==> config.mk <==
export PLATFORM = sky130hd
export DESIGN_NAME = rational_arith_reduce
export DESIGN_NICKNAME = d
export VERILOG_FILES = /design/src/rtl/core/rar_pkg.sv /design/src/rtl/core/rar_ctrl.sv /design/src/rtl/core/rar_datapath.sv /design/src/rtl/core/rational_arith_reduce.sv
export SDC_FILE = /design/constraint.sdc
export NUM_CORES = 2
export LEC_CHECK = 0
export BUFFER_PORTS_ARGS = -buffer_cell sky130_fd_sc_hd__buf_2
export CAP_MARGIN = 0
export CORE_MARGIN = 2
export CORE_UTILIZATION = 30
export DETAILED_ROUTE_END_ITERATION = 6
export PLACE_DENSITY = 0.53
export SLEW_MARGIN = 10
export SYNTH_ARGS = -nofsm -noshare
export SYNTH_HDL_FRONTEND = slang
export SYNTH_HIERARCHICAL = 1
export SYNTH_SLANG_ARGS = --single-unit
==> constraint.sdc <==
create_clock -name clock -period 28.3 [get_ports clock]
set_input_delay 2.83 -clock clock [delete_from_list [all_inputs] [get_ports clock]]
set_output_delay 2.83 -clock clock [all_outputs]
set_load 0.02 [all_outputs]
==> src/rtl/core/rar_pkg.sv <==
// Types and codes of the rational arithmetic block.
// No dependencies; used by the controller, datapath, top level and checker.
package rar_pkg;

   typedef enum logic [1:0] {
      OP_ADD = 2'd0,
      OP_SUB = 2'd1,
      OP_MUL = 2'd2,
      OP_DIV = 2'd3
   } op_type;

   typedef enum logic [1:0] {
      ST_OK       = 2'd0,
      ST_ZERO_DEN = 2'd1,
      ST_OVERFLOW = 2'd2
   } status_type;

   typedef enum logic [1:0] {
      MUL_NUM,
      MUL_AUX,
      MUL_DEN
   } mul_sel_type;

   typedef enum logic [1:0] {
      DIV_GCD,
      DIV_NUM,
      DIV_DEN,
      DIV_WHOLE
   } div_sel_type;

   typedef enum logic [3:0] {
      S_IDLE,
      S_START,
      S_MUL_NUM,
      S_MUL_AUX,
      S_MUL_DEN,
      S_CHKDEN,
      S_GCD,
      S_GCD_WAIT,
      S_DIV_NUM,
      S_DIV_DEN,
      S_CHKFIT,
      S_WHOLE,
      S_FINISH
   } state_type;

   // controller to datapath
   typedef struct packed {
      logic        load;
      logic        mul_go;
      mul_sel_type mul_sel;
      logic        sum_eq;
      logic        sum_cross;
      logic        gcd_init;
      logic        div_go;
      div_sel_type div_sel;
      logic        out_load;
      status_type  out_status;
   } cmd_type;

   // datapath to controller
   typedef struct packed {
      logic   in_den_zero;
      logic   eq_den;
      op_type op;
      logic   den_zero;
      logic   y_zero;
      logic   mul_done;
      logic   div_done;
      logic   nd_fit;
      logic   whole_fit;
   } sts_type;

endpackage

==> src/rtl/core/rar_ctrl.sv <==
// Sequencer of the rational arithmetic block: products, sum, Euclid loop,
// reductions and result handoff. Depends on rar_pkg.
module rar_ctrl
   import rar_pkg::*;
(
   input  logic    clock,
   input  logic    reset,
   input  logic    req_tvalid,
   output logic    req_tready,
   output logic    rsp_tvalid,
   input  logic    rsp_tready,
   output cmd_type cmd,
   input  sts_type sts
);

   state_type  state_ff, state_in;
   status_type status_ff, status_in;
   logic       rsp_valid_ff, rsp_valid_in;
   logic       addsub;

   assign addsub     = (sts.op == OP_ADD) || (sts.op == OP_SUB);
   assign rsp_tvalid = rsp_valid_ff;

   // next state and commands
   always_comb begin
      state_in   = state_ff;
      status_in  = status_ff;
      cmd        = '0;
      req_tready = 1'b0;
      case (state_ff)
         S_IDLE: begin
            req_tready = 1'b1;
            if (req_tvalid) begin
               cmd.load  = 1'b1;
               status_in = ST_OK;
               state_in  = S_START;
            end
         end
         S_START: begin
            if (sts.in_den_zero) begin
               status_in = ST_ZERO_DEN;
               state_in  = S_FINISH;
            end else if (addsub && sts.eq_den) begin
               cmd.sum_eq = 1'b1;
               state_in   = S_CHKDEN;
            end else begin
               cmd.mul_go  = 1'b1;
               cmd.mul_sel = MUL_NUM;
               state_in    = S_MUL_NUM;
            end
         end
         S_MUL_NUM: begin
            if (sts.mul_done) begin
               cmd.mul_go = 1'b1;
               if (addsub) begin
                  cmd.mul_sel = MUL_AUX;
                  state_in    = S_MUL_AUX;
               end else begin
                  cmd.mul_sel = MUL_DEN;
                  state_in    = S_MUL_DEN;
               end
            end
         end
         S_MUL_AUX: begin
            if (sts.mul_done) begin
               cmd.mul_go  = 1'b1;
               cmd.mul_sel = MUL_DEN;
               state_in    = S_MUL_DEN;
            end
         end
         S_MUL_DEN: begin
            if (sts.mul_done) begin
               cmd.sum_cross = addsub;
               state_in      = S_CHKDEN;
            end
         end
         S_CHKDEN: begin
            if (sts.den_zero) begin
               status_in = ST_ZERO_DEN;
               state_in  = S_FINISH;
            end else begin
               cmd.gcd_init = 1'b1;
               state_in     = S_GCD;
            end
         end
         S_GCD: begin
            cmd.div_go = 1'b1;
            if (sts.y_zero) begin
               cmd.div_sel = DIV_NUM;
               state_in    = S_DIV_NUM;
            end else begin
               cmd.div_sel = DIV_GCD;
               state_in    = S_GCD_WAIT;
            end
         end
         S_GCD_WAIT: begin
            if (sts.div_done) state_in = S_GCD;
         end
         S_DIV_NUM: begin
            if (sts.div_done) begin
               cmd.div_go  = 1'b1;
               cmd.div_sel = DIV_DEN;
               state_in    = S_DIV_DEN;
            end
         end
         S_DIV_DEN: begin
            if (sts.div_done) state_in = S_CHKFIT;
         end
         S_CHKFIT: begin
            if (!sts.nd_fit) begin
               status_in = ST_OVERFLOW;
               state_in  = S_FINISH;
            end else begin
               cmd.div_go  = 1'b1;
               cmd.div_sel = DIV_WHOLE;
               state_in    = S_WHOLE;
            end
         end
         S_WHOLE: begin
            if (sts.div_done) begin
               status_in = sts.whole_fit ? ST_OK : ST_OVERFLOW;
               state_in  = S_FINISH;
            end
         end
         S_FINISH: begin
            if (!rsp_valid_ff || rsp_tready) begin
               cmd.out_load   = 1'b1;
               cmd.out_status = status_ff;
               state_in       = S_IDLE;
            end
         end
         default: state_in = S_IDLE;
      endcase
   end

   // output beat flag
   always_comb begin
      rsp_valid_in = rsp_valid_ff;
      if (cmd.out_load)    rsp_valid_in = 1'b1;
      else if (rsp_tready) rsp_valid_in = 1'b0;
   end

   always_ff @(posedge clock) begin
      if (reset) begin
         state_ff     <= S_IDLE;
         status_ff    <= ST_OK;
         rsp_valid_ff <= 1'b0;
      end else begin
         state_ff     <= state_in;
         status_ff    <= status_in;
         rsp_valid_ff <= rsp_valid_in;
      end
   end

endmodule

==> src/rtl/core/rar_datapath.sv <==
// Datapath of the rational arithmetic block: sign-magnitude operands,
// bit-serial multiplier, restoring divider, Euclid registers, result register.
// Depends on rar_pkg.
module rar_datapath
   import rar_pkg::*;
#(
   parameter int WORD_BITS = 32
) (
   input  logic                 clock,
   input  logic                 reset,
   input  cmd_type              cmd,
   output sts_type              sts,
   input  op_type               operation,
   input  logic [WORD_BITS-1:0] a_numerator,
   input  logic [WORD_BITS-1:0] a_denominator,
   input  logic [WORD_BITS-1:0] b_numerator,
   input  logic [WORD_BITS-1:0] b_denominator,
   output logic [WORD_BITS-1:0] result_numerator,
   output logic [WORD_BITS-1:0] result_denominator,
   output logic [WORD_BITS-1:0] whole_part,
   output status_type           status
);

   localparam int W  = WORD_BITS;
   localparam int M  = 2 * WORD_BITS;
   localparam int CW = $clog2(M + 1);
   localparam logic [W-1:0] HALF = {1'b1, {(W-1){1'b0}}};

   function automatic logic fits(input logic s, input logic [M-1:0] m);
      return (m[M-1:W] == '0) && (s ? (m[W-1:0] <= HALF) : (m[W-1:0] < HALF));
   endfunction

   function automatic logic [W-1:0] to_bits(input logic s, input logic [M-1:0] m);
      logic [W-1:0] l;
      l = m[W-1:0];
      return s ? (~l + 1'b1) : l;
   endfunction

   // operands
   op_type       op_ff, op_in;
   logic         an_s_ff, ad_s_ff, bn_s_ff, bd_s_ff, ae_s_ff;
   logic         an_s_in, ad_s_in, bn_s_in, bd_s_in, ae_s_in;
   logic [W-1:0] an_m_ff, ad_m_ff, bn_m_ff, bd_m_ff;
   logic [W-1:0] an_m_in, ad_m_in, bn_m_in, bd_m_in;
   logic         dz_ff, dz_in, eq_ff, eq_in;
   // formed fraction, products and Euclid pair
   logic         num_s_ff, den_s_ff, aux_s_ff, x_s_ff, y_s_ff, whole_s_ff;
   logic         num_s_in, den_s_in, aux_s_in, x_s_in, y_s_in, whole_s_in;
   logic [M-1:0] num_m_ff, den_m_ff, aux_m_ff, x_m_ff, y_m_ff, whole_m_ff;
   logic [M-1:0] num_m_in, den_m_in, aux_m_in, x_m_in, y_m_in, whole_m_in;
   // serial multiplier
   logic         mul_run_ff, mul_run_in, mul_done_ff, mul_done_in, mul_s_ff, mul_s_in;
   mul_sel_type  mul_sel_ff, mul_sel_in;
   logic [M-1:0] mcand_ff, mcand_in, acc_ff, acc_in;
   logic [W-1:0] mplr_ff, mplr_in;
   // serial divider
   logic         div_run_ff, div_run_in, div_done_ff, div_done_in;
   div_sel_type  div_sel_ff, div_sel_in;
   logic [M-1:0] quo_ff, quo_in, rem_ff, rem_in, dvs_ff, dvs_in;
   logic [CW-1:0] cnt_ff, cnt_in;
   // result register
   logic [W-1:0] rn_ff, rn_in, rd_ff, rd_in, rw_ff, rw_in;
   status_type   rs_ff, rs_in;

   // working signals
   logic         pa_s, pb_s, sa_s, sb_s, sr_s;
   logic [W-1:0] pa_m, pb_m;
   logic [M-1:0] sa_m, sb_m, sr_m, acc_nx, rem_nx, quo_nx, dn_m, dd_m;
   logic [M:0]   rsh, rdiff;
   logic         rge;

   // multiplier operand select
   always_comb begin
      case (mul_sel_in)
         MUL_NUM: begin
            pa_s = an_s_ff; pa_m = an_m_ff;
            pb_s = (op_ff == OP_MUL) ? bn_s_ff : bd_s_ff;
            pb_m = (op_ff == OP_MUL) ? bn_m_ff : bd_m_ff;
         end
         MUL_AUX: begin
            pa_s = ae_s_ff; pa_m = bn_m_ff;
            pb_s = ad_s_ff; pb_m = ad_m_ff;
         end
         default: begin
            pa_s = ad_s_ff; pa_m = ad_m_ff;
            pb_s = (op_ff == OP_DIV) ? bn_s_ff : bd_s_ff;
            pb_m = (op_ff == OP_DIV) ? bn_m_ff : bd_m_ff;
         end
      endcase
   end

   // signed adder for the formed numerator
   always_comb begin
      if (cmd.sum_eq) begin
         sa_s = an_s_ff; sa_m = M'(an_m_ff);
         sb_s = ae_s_ff; sb_m = M'(bn_m_ff);
      end else begin
         sa_s = num_s_ff; sa_m = num_m_ff;
         sb_s = aux_s_ff; sb_m = aux_m_ff;
      end
      if (sa_s == sb_s) begin
         sr_m = sa_m + sb_m; sr_s = sa_s;
      end else if (sa_m >= sb_m) begin
         sr_m = sa_m - sb_m; sr_s = sa_s;
      end else begin
         sr_m = sb_m - sa_m; sr_s = sb_s;
      end
   end

   // one multiplier and one divider step
   assign acc_nx = acc_ff + (mplr_ff[0] ? mcand_ff : '0);
   assign rsh    = {rem_ff, quo_ff[M-1]};
   assign rdiff  = rsh - {1'b0, dvs_ff};
   assign rge    = (rsh >= {1'b0, dvs_ff});
   assign rem_nx = rge ? rdiff[M-1:0] : rsh[M-1:0];
   assign quo_nx = {quo_ff[M-2:0], rge};

   // divider operand select
   always_comb begin
      case (cmd.div_sel)
         DIV_GCD:   begin dn_m = x_m_ff;   dd_m = y_m_ff;   end
         DIV_NUM:   begin dn_m = num_m_ff; dd_m = x_m_ff;   end
         DIV_DEN:   begin dn_m = den_m_ff; dd_m = x_m_ff;   end
         default:   begin dn_m = num_m_ff; dd_m = den_m_ff; end
      endcase
   end

   // next values
   always_comb begin
      op_in = op_ff;
      an_s_in = an_s_ff; ad_s_in = ad_s_ff; bn_s_in = bn_s_ff; bd_s_in = bd_s_ff;
      ae_s_in = ae_s_ff;
      an_m_in = an_m_ff; ad_m_in = ad_m_ff; bn_m_in = bn_m_ff; bd_m_in = bd_m_ff;
      dz_in = dz_ff; eq_in = eq_ff;
      num_s_in = num_s_ff; den_s_in = den_s_ff; aux_s_in = aux_s_ff;
      x_s_in = x_s_ff; y_s_in = y_s_ff; whole_s_in = whole_s_ff;
      num_m_in = num_m_ff; den_m_in = den_m_ff; aux_m_in = aux_m_ff;
      x_m_in = x_m_ff; y_m_in = y_m_ff; whole_m_in = whole_m_ff;
      mul_run_in = mul_run_ff; mul_done_in = 1'b0; mul_s_in = mul_s_ff;
      mul_sel_in = mul_sel_ff;
      mcand_in = mcand_ff; acc_in = acc_ff; mplr_in = mplr_ff;
      div_run_in = div_run_ff; div_done_in = 1'b0; div_sel_in = div_sel_ff;
      quo_in = quo_ff; rem_in = rem_ff; dvs_in = dvs_ff;
      cnt_in = cnt_ff;
      rn_in = rn_ff; rd_in = rd_ff; rw_in = rw_ff; rs_in = rs_ff;

      if (cmd.mul_go) mul_sel_in = cmd.mul_sel;

      // capture input beat as sign and magnitude
      if (cmd.load) begin
         op_in   = operation;
         an_s_in = a_numerator[W-1];
         ad_s_in = a_denominator[W-1];
         bn_s_in = b_numerator[W-1];
         bd_s_in = b_denominator[W-1];
         an_m_in = a_numerator[W-1]   ? (~a_numerator + 1'b1)   : a_numerator;
         ad_m_in = a_denominator[W-1] ? (~a_denominator + 1'b1) : a_denominator;
         bn_m_in = b_numerator[W-1]   ? (~b_numerator + 1'b1)   : b_numerator;
         bd_m_in = b_denominator[W-1] ? (~b_denominator + 1'b1) : b_denominator;
         // subtract adds the negated second numerator; zero stays positive
         ae_s_in = (operation == OP_SUB) ? (!b_numerator[W-1] && (b_numerator != '0))
                                         : b_numerator[W-1];
         dz_in   = (a_denominator == '0) || (b_denominator == '0);
         eq_in   = (a_denominator == b_denominator);
      end

      // product start and steps
      if (cmd.mul_go) begin
         mul_run_in = 1'b1;
         mul_s_in   = pa_s ^ pb_s;
         mcand_in   = M'(pa_m);
         mplr_in    = pb_m;
         acc_in     = '0;
         cnt_in     = CW'(W);
      end else if (mul_run_ff) begin
         acc_in   = acc_nx;
         mcand_in = {mcand_ff[M-2:0], 1'b0};
         mplr_in  = {1'b0, mplr_ff[W-1:1]};
         cnt_in   = cnt_ff - 1'b1;
         if (cnt_ff == CW'(1)) begin
            mul_run_in  = 1'b0;
            mul_done_in = 1'b1;
            case (mul_sel_ff)
               MUL_NUM: begin num_m_in = acc_nx; num_s_in = mul_s_ff && (acc_nx != '0); end
               MUL_AUX: begin aux_m_in = acc_nx; aux_s_in = mul_s_ff && (acc_nx != '0); end
               default: begin den_m_in = acc_nx; den_s_in = mul_s_ff && (acc_nx != '0); end
            endcase
         end
      end

      // formed numerator
      if (cmd.sum_eq || cmd.sum_cross) begin
         num_m_in = sr_m;
         num_s_in = sr_s && (sr_m != '0);
      end
      if (cmd.sum_eq) begin
         den_m_in = M'(ad_m_ff);
         den_s_in = ad_s_ff;
      end

      if (cmd.gcd_init) begin
         x_s_in = num_s_ff; x_m_in = num_m_ff;
         y_s_in = den_s_ff; y_m_in = den_m_ff;
      end

      // division start and steps
      if (cmd.div_go) begin
         div_run_in = 1'b1;
         div_sel_in = cmd.div_sel;
         quo_in     = dn_m;
         dvs_in     = dd_m;
         rem_in     = '0;
         cnt_in     = CW'(M);
      end else if (div_run_ff) begin
         quo_in = quo_nx;
         rem_in = rem_nx;
         cnt_in = cnt_ff - 1'b1;
         if (cnt_ff == CW'(1)) begin
            div_run_in  = 1'b0;
            div_done_in = 1'b1;
            case (div_sel_ff)
               DIV_GCD: begin
                  x_s_in = y_s_ff; x_m_in = y_m_ff;
                  y_m_in = rem_nx; y_s_in = x_s_ff && (rem_nx != '0);
               end
               DIV_NUM: begin
                  num_m_in = quo_nx; num_s_in = (num_s_ff ^ x_s_ff) && (quo_nx != '0);
               end
               DIV_DEN: begin
                  den_m_in = quo_nx; den_s_in = (den_s_ff ^ x_s_ff) && (quo_nx != '0);
               end
               default: begin
                  whole_m_in = quo_nx;
                  whole_s_in = (num_s_ff ^ den_s_ff) && (quo_nx != '0);
               end
            endcase
         end
      end

      // result register, zeroed on error
      if (cmd.out_load) begin
         rs_in = cmd.out_status;
         if (cmd.out_status == ST_OK) begin
            rn_in = to_bits(num_s_ff, num_m_ff);
            rd_in = to_bits(den_s_ff, den_m_ff);
            rw_in = to_bits(whole_s_ff, whole_m_ff);
         end else begin
            rn_in = '0; rd_in = '0; rw_in = '0;
         end
      end
   end

   // control registers
   always_ff @(posedge clock) begin
      if (reset) begin
         mul_run_ff  <= 1'b0;
         mul_done_ff <= 1'b0;
         div_run_ff  <= 1'b0;
         div_done_ff <= 1'b0;
      end else begin
         mul_run_ff  <= mul_run_in;
         mul_done_ff <= mul_done_in;
         div_run_ff  <= div_run_in;
         div_done_ff <= div_done_in;
      end
   end

   // payload registers
   always_ff @(posedge clock) begin
      op_ff <= op_in;
      an_s_ff <= an_s_in; ad_s_ff <= ad_s_in; bn_s_ff <= bn_s_in; bd_s_ff <= bd_s_in;
      ae_s_ff <= ae_s_in;
      an_m_ff <= an_m_in; ad_m_ff <= ad_m_in; bn_m_ff <= bn_m_in; bd_m_ff <= bd_m_in;
      dz_ff <= dz_in; eq_ff <= eq_in;
      num_s_ff <= num_s_in; den_s_ff <= den_s_in; aux_s_ff <= aux_s_in;
      x_s_ff <= x_s_in; y_s_ff <= y_s_in; whole_s_ff <= whole_s_in;
      num_m_ff <= num_m_in; den_m_ff <= den_m_in; aux_m_ff <= aux_m_in;
      x_m_ff <= x_m_in; y_m_ff <= y_m_in; whole_m_ff <= whole_m_in;
      mul_s_ff <= mul_s_in; mul_sel_ff <= mul_sel_in;
      mcand_ff <= mcand_in; acc_ff <= acc_in; mplr_ff <= mplr_in;
      div_sel_ff <= div_sel_in;
      quo_ff <= quo_in; rem_ff <= rem_in; dvs_ff <= dvs_in;
      cnt_ff <= cnt_in;
      rn_ff <= rn_in; rd_ff <= rd_in; rw_ff <= rw_in; rs_ff <= rs_in;
   end

   // status to controller
   assign sts.in_den_zero = dz_ff;
   assign sts.eq_den      = eq_ff;
   assign sts.op          = op_ff;
   assign sts.den_zero    = (den_m_ff == '0);
   assign sts.y_zero      = (y_m_ff == '0);
   assign sts.mul_done    = mul_done_ff;
   assign sts.div_done    = div_done_ff;
   assign sts.nd_fit      = fits(num_s_ff, num_m_ff) && fits(den_s_ff, den_m_ff);
   assign sts.whole_fit   = fits(whole_s_ff, whole_m_ff);

   assign result_numerator   = rn_ff;
   assign result_denominator = rd_ff;
   assign whole_part         = rw_ff;
   assign status             = rs_ff;

endmodule

==> src/rtl/core/rational_arith_reduce.sv <==
// Exact add, subtract, multiply or divide of two signed fractions, reduced by
// Euclid's gcd with truncating remainder (the sign may end up in the
// denominator), plus the truncated whole part. One item is in work at a time;
// a new beat is taken while a finished result still waits on the output.
// Result valid rises in the same cycle as the input opens again. A request
// takes 2 or 3 products (none when add/subtract see equal denominators) and
// up to about 2.9*WORD_BITS Euclid steps; the bit-serial multiplier and the
// restoring divider each retire one bit a cycle. Zero input denominators skip
// the products and the Euclid loop and go straight to the error result.
// Depends on rar_pkg, rar_ctrl and rar_datapath.
module rational_arith_reduce
   import rar_pkg::*;
#(
   parameter int WORD_BITS = 32,
   localparam int IN_W  = ((4 * WORD_BITS + 7) / 8) * 8,
   localparam int OUT_W = ((3 * WORD_BITS + 7) / 8) * 8
) (
   input  logic             clock,
   input  logic             reset,
   input  logic             req_tvalid,
   output logic             req_tready,
   // a_numerator, a_denominator, b_numerator, b_denominator
   input  logic [IN_W-1:0]  req_tdata,
   // operation
   input  logic [1:0]       req_tuser,
   output logic             rsp_tvalid,
   input  logic             rsp_tready,
   // result_numerator, result_denominator, whole_part
   output logic [OUT_W-1:0] rsp_tdata,
   // status
   output logic [1:0]       rsp_tuser
);

   localparam int W = WORD_BITS;

   cmd_type      cmd;
   sts_type      sts;
   logic [W-1:0] r_num, r_den, r_whole;
   status_type   r_status;

   rar_ctrl u_ctrl (
      .clock      (clock),
      .reset      (reset),
      .req_tvalid (req_tvalid),
      .req_tready (req_tready),
      .rsp_tvalid (rsp_tvalid),
      .rsp_tready (rsp_tready),
      .cmd        (cmd),
      .sts        (sts)
   );

   rar_datapath #(.WORD_BITS(WORD_BITS)) u_dp (
      .clock              (clock),
      .reset              (reset),
      .cmd                (cmd),
      .sts                (sts),
      .operation          (op_type'(req_tuser)),
      .a_numerator        (req_tdata[W-1:0]),
      .a_denominator      (req_tdata[2*W-1:W]),
      .b_numerator        (req_tdata[3*W-1:2*W]),
      .b_denominator      (req_tdata[4*W-1:3*W]),
      .result_numerator   (r_num),
      .result_denominator (r_den),
      .whole_part         (r_whole),
      .status             (r_status)
   );

   assign rsp_tdata = OUT_W'({r_whole, r_den, r_num});
   assign rsp_tuser = r_status;

endmodule

Word level (Yosys, flattened, before mapping)
Cells that the tools add are included.
{ "op_classes": {"addsub": 13, "n_lt_le_gt_ge": 8, "eq_ne": 37, "n_mux": 149, "bitwise": 16, "reduce_logical": 51} }
{ "op_table": {"columns": ["cell", "n"], "rows": [
  ["64-bit 2-to-1 mux", 36],
  ["32-bit 2-to-1 mux", 9],
  ["64-bit one-hot mux with 2 select lines", 2],
  ["64-bit nonzero test", 4],
  ["32-bit by 1-bit adder with 32-bit output (second input constant)", 7],
  ["32-bit NOT", 7],
  ["64-bit subtractor", 3],
  ["32-bit logical NOT", 5],
  ["64-bit adder", 2],
  ["64-bit logical NOT", 2],
  ["32-bit one-hot mux with 2 select lines", 2],
  ["31-bit 2-to-1 mux", 4],
  ["32-bit <= comparator (second input constant)", 3],
  ["32-bit < comparator (second input constant)", 3],
  ["65-bit by 64-bit >= comparator with 1-bit output", 1],
  ["64-bit >= comparator", 1],
  ["1-bit 2-to-1 mux", 56],
  ["4-bit 2-to-1 mux", 13],
  ["4-bit one-hot mux with 13 select lines", 1],
  ["32-bit == test", 1],
  ["32-bit nonzero test", 1],
  ["3-bit 2-to-1 mux", 10],
  ["7-bit 2-to-1 mux", 3],
  ["4-bit == test (second input constant)", 5],
  ["other kinds (29)", 93]
]} }
{ "totals": {"ff_bits": 1000, "wordCells": 324} }

Longest topological paths before layout
{ "depth": {"depth_word": 17, "depth_mapped": 28, "mapped_depth_nobuf": 23} }

Hierarchy
Netlist, hierarchy kept.
{ "by_module_without_submodules": {"columns": ["mod", "instances", "cells_per_inst", "area_each_um2"], "rows": [
  ["rar_datapath", 1, 8035, 67927.6],
  ["rar_ctrl", 1, 106, 765.7]
]} }

Worst setup path after synthesis
OpenSTA, ideal clock, no wires.
{ "synth_path": {"path_type": "reg-to-reg", "from": "register u_dp.den_m_ff[0]", "to": "register u_dp.whole_m_ff[0], enable pin", "setup_ns": 0.568, "t_arrival_ns": 8.338, "required_time_ns": 27.732, "setup_slack_ns": 19.394, "path_stages_with_launch": 18, "path_buffers": 0, "cell_sequence": "dfxtp_1 > inv_1 > ha_1 > nand2_1 > or3_1 > or2_2 > nand2b_1 > nor3_1 > nand2_1 > nor3_1 > nand2_1 > a21oi_1 > nand2_1 > o21ai_0 > and3_1 > o21bai_1 > nand4b_1 > nor3_1"} }
{ "synth_rtl": {"columns": ["item", "line_no", "rtl"], "rows": [
  ["from (decl)", "rar_datapath.sv:49", "logic [M-1:0] num_m_ff, den_m_ff, aux_m_ff, x_m_ff, y_m_ff, whole_m_ff;"],
  ["from (signal assigned)", "rar_datapath.sv:277", "num_m_ff <= num_m_in; den_m_ff <= den_m_in; aux_m_ff <= aux_m_in;"],
  ["to (signal assigned)", "rar_datapath.sv:278", "x_m_ff <= x_m_in; y_m_ff <= y_m_in; whole_m_ff <= whole_m_in;"],
  ["to (decl)", "rar_datapath.sv:49", null]
]} }

==> results.md <==
* Fin crit period at 9.40 ns
* Power Dens Cells at 110 mW/mm^2
* Max Fclk at 106 MHz
* Clk_lat worst skew at 0.82 ns
* R2R Path Start: u_ctrl/state_ff[0]
* Synth unique cells at 104
* Cell mode on critical path: buf_4
* Global-route wire length before repair at 431000 microns
* Kind of critical path: reg2reg
* Clock tree buffer depth at 3
* Initial core utilization at 30.2%
* Final Worst Setup Slack at 18.90 ns
* Share of cells above drive strength 1 at 8.59%
* Cts hold-fix bufs at 0
* TritonCTS Buffers at 115
* CTS tree: yes
* Clk pin slew, worst setup/hold paths at 0.06 ns
* GP Congestion at 1.02
* Congestion Overflow GR at 0
* Core footprint at 0.227 sq mm
* Final period utilization at 33.2%
* Hold worst-path end: u_ctrl/status_ff[0]
* Slowest cell on the critical path: dfxtp_1
* Fin Setup TNS at 0 ns
* Top post-synthesis cells by area: edfxtp_1, dfxtp_1, ha_1, mux2i_1, nand2_1
* Worst r2r path cells at 23
* Worst hold start: u_ctrl/status_ff[0]
* Port-buffer cells at 233
* Post-layout nets at 8565
* R2R setup slack at 18.90 ns
* Worst EP arrival at 10.06 ns
* EDFF count, synth at 560
* Worst-margin pin slew at 1.29 ns
* Worst path max stage delay at 0.73 ns
* Area of the multi-input gates at 0.0399 sq mm
* Slew HR at 13.6%
* 1st-pass router iterations at 6
* Post-synthesis sequential area ratio at 37.3%
* Max Fanout on Critical Path at 52
* DPL Wire Length at 239000 microns
* Count of final hold-check violations at 0
* DR DRC count at 0
* CP startpoint kind: flip-flop
* Sinks on Clock Net at 1000
* Yosys warns at 6
* Asr flop ratio synth at 0%
* Wirelength per Cell at 27.2 microns
* Skew final at 0.0676 ns
* Main synth FF type: edfxtp_1
* Yosys top cell area share at 24.5%
* Max Cap Violations at 0
* #FFs+latches synth at 1000
* Via Count at 64400
* RSZ-0062 raised after global routing: false
* Iter 0 DRT Violations at 7448
* Peak supply drop at 0.0591 mV
* Final Max Tran Viols at 0
* Crit end category: flip-flop
* Setup Buffers After CTS at 0
* Die X at 483 microns
* Met3 Use GR at 4.28%
* Root Driver: clkbuf_16
* FF/Latch Area at 0.0256 sq mm
* IO Pins at 234
* Fillers at 23600
* Crit path cell chain: or3b_4 -> nand2b_4 -> nor2_4 -> buf_4 -> buf_4 -> mux2i_1 -> inv_1 -> ha_1 -> nand2_1 -> o21ai_0 -> a22oi_1 -> a21oi_1 -> o21ba_2 -> nor3_4 -> buf_4 -> nand4_1 -> and4_1 -> or3b_1 -> or4b_2 -> nor4_1 -> nand4_1 -> o31ai_1 -> nand3_1
* Grt met2 use at 37.4%
* Gr usage total at 25.1%
* Layer with the highest usage: met2
* Cell Area, Synth at 0.0687 sq mm
* Initial antenna violation count at 26
* Hold path depth at 2
* Capture point of the worst reg-to-reg path: u_dp/num_s_ff
* Static Leak at 0.0287 uW
* Mapped Nets at 8609
* Post-CTS sizing at 0
* Outcome: finished clean
* CP required at 28.96 ns
* Syn Inst Count at 8141
* Hold Path Class: reg2reg
* Largest net degree at the start of global routing at 200
* H-tree levels at 3
* Area leader, netlist: edfxtp_1
* Die Footprint at 0.233 sq mm
* Synthesis-to-finish area growth at 12.1%
* Die height at 483 microns
* Antenna viol nets, final at 0
* Post-place setup slack at 19.04 ns
* Vias in the first global route at 59600
* Total Wirelength at 305000 microns
* Row count at 175
* Final setup fails at 0
* Synthesized area per cell at 8.44 sq um
* Routed vias/inst at 5.75
* Met1 Use GR at 36.0%
* Final core area utilization at 33.9%
## cells in the mapped netlist (241+ instances only)
cell type  number
clkbuf_1      446
a21oi_1       617
inv_1         371
xnor2_1       241
o21ai_0       621
nor2_1        790
dfxtp_1       440
nand2_1       905
mux2i_1       364
edfxtp_1      560
ha_1          329
## state kept, by name (all words and copies together) (netlist names), 64 cells and up
name / cells
u_dp/dvs_ff: 64
u_dp/aux_m_ff: 64
u_dp/mcand_ff: 64
u_dp/quo_ff: 64
u_dp/acc_ff: 64
u_dp/num_m_ff: 64
u_dp/y_m_ff: 64
u_dp/x_m_ff: 64
u_dp/rem_ff: 64
u_dp/den_m_ff: 64
u_dp/whole_m_ff: 64
## critical path: cells and delay by family (launching register included)
kind | cells | cell delay [ns]
buf+inv | 4 | 1.55
compound gates | 5 | 2.17
flops | 1 | 0.73
simple gates | 12 | 3.66
fa+ha+maj | 1 | 0.71
mux | 1 | 0.31
## metrics by stage
step | area (sq um) | instances | power, uW | hold slack (ns)
after global placement | 72900 | 11000 | 6720 | 0.454
after CTS | 77000 | 11200 | 8380 | 0.484
after floorplan | 68700 | 8141 | 4850 | 0.424
after global routing | 77000 | 11200 | 8870 | 0.510
final | 77000 | 11200 | 8500 | 0.482
after detailed placement | 72900 | 11000 | 6710 | 0.460
## layout make-up
| type | instances | area share [%] |
|---|---|---|
| Multi-Input combinational cell | 6240 | 51.8 |
| Antenna cell | 10 | 0.0325 |
| Timing Repair Buffer | 366 | 2.86 |
| Sequential cell | 1000 | 33.3 |
| Clock inverter | 65 | 1.20 |
| Tap cell | 3009 | 4.89 |
| Inverter | 374 | 1.82 |
| Clock buffer | 152 | 4.15 |
## layer usage
| layer | vias to the layer above | routed length [microns] |
|---|---|---|
| met1 | 31500 | 138000 |
| met5 | - | 58 |
| met4 | 10 | 12500 |
| met2 | 2901 | 130000 |
| met3 | 482 | 24900 |
| li1 | 29600 | - |
## cells in the final DEF, fill, tap and decap left out, types with 124 or more instances in the layout
cell type	synthesis	final
a211oi_1	161	161
a21oi_1	617	617
a22oi_1	136	136
a31oi_1	124	124
buf_2	15	233
buf_4	10	130
dfxtp_1	440	438
edfxtp_1	560	560
ha_1	329	326
inv_1	371	371
mux2i_1	364	363
nand2_1	905	904
nor2_1	790	785
nor2b_1	127	126
nor4_1	137	135
o21ai_0	621	620
xnor2_1	241	237
xor2_1	161	161
## how the worst max path moves through the flow
stage                             from                 end  slack [ns]  cells past startpoint
finish              u_ctrl/state_ff[0]       u_dp/num_s_ff       18.90                     23
global route        u_ctrl/state_ff[0]       u_dp/num_s_ff       18.60                     23
detailed placement  u_ctrl/state_ff[0]       u_dp/num_s_ff       19.04                     23
CTS                 u_ctrl/state_ff[0]       u_dp/num_s_ff       18.99                     23
floorplan             u_dp/den_m_ff[0]  u_dp/whole_m_ff[0]       19.39                     17
global placement    u_ctrl/state_ff[0]       u_dp/num_s_ff       19.18                     23
## report_power, final
group	switching [uW]	internal, uW	leakage [uW]	total [uW]
sequential	538	1930	0.00872	2470
combinational	3020	1370	0.0180	4390
clock	674	974	0.00201	1650
## cells by family after synthesis
logic type      synth area share, %
simple gates                   18.6
compound gates                 21.8
fa+ha+maj                      6.14
xor+xnor                       5.13
buf+inv                        5.03
mux                            5.98
flops                          37.3
Note: power is estimated with default switching activity, not from simulation.
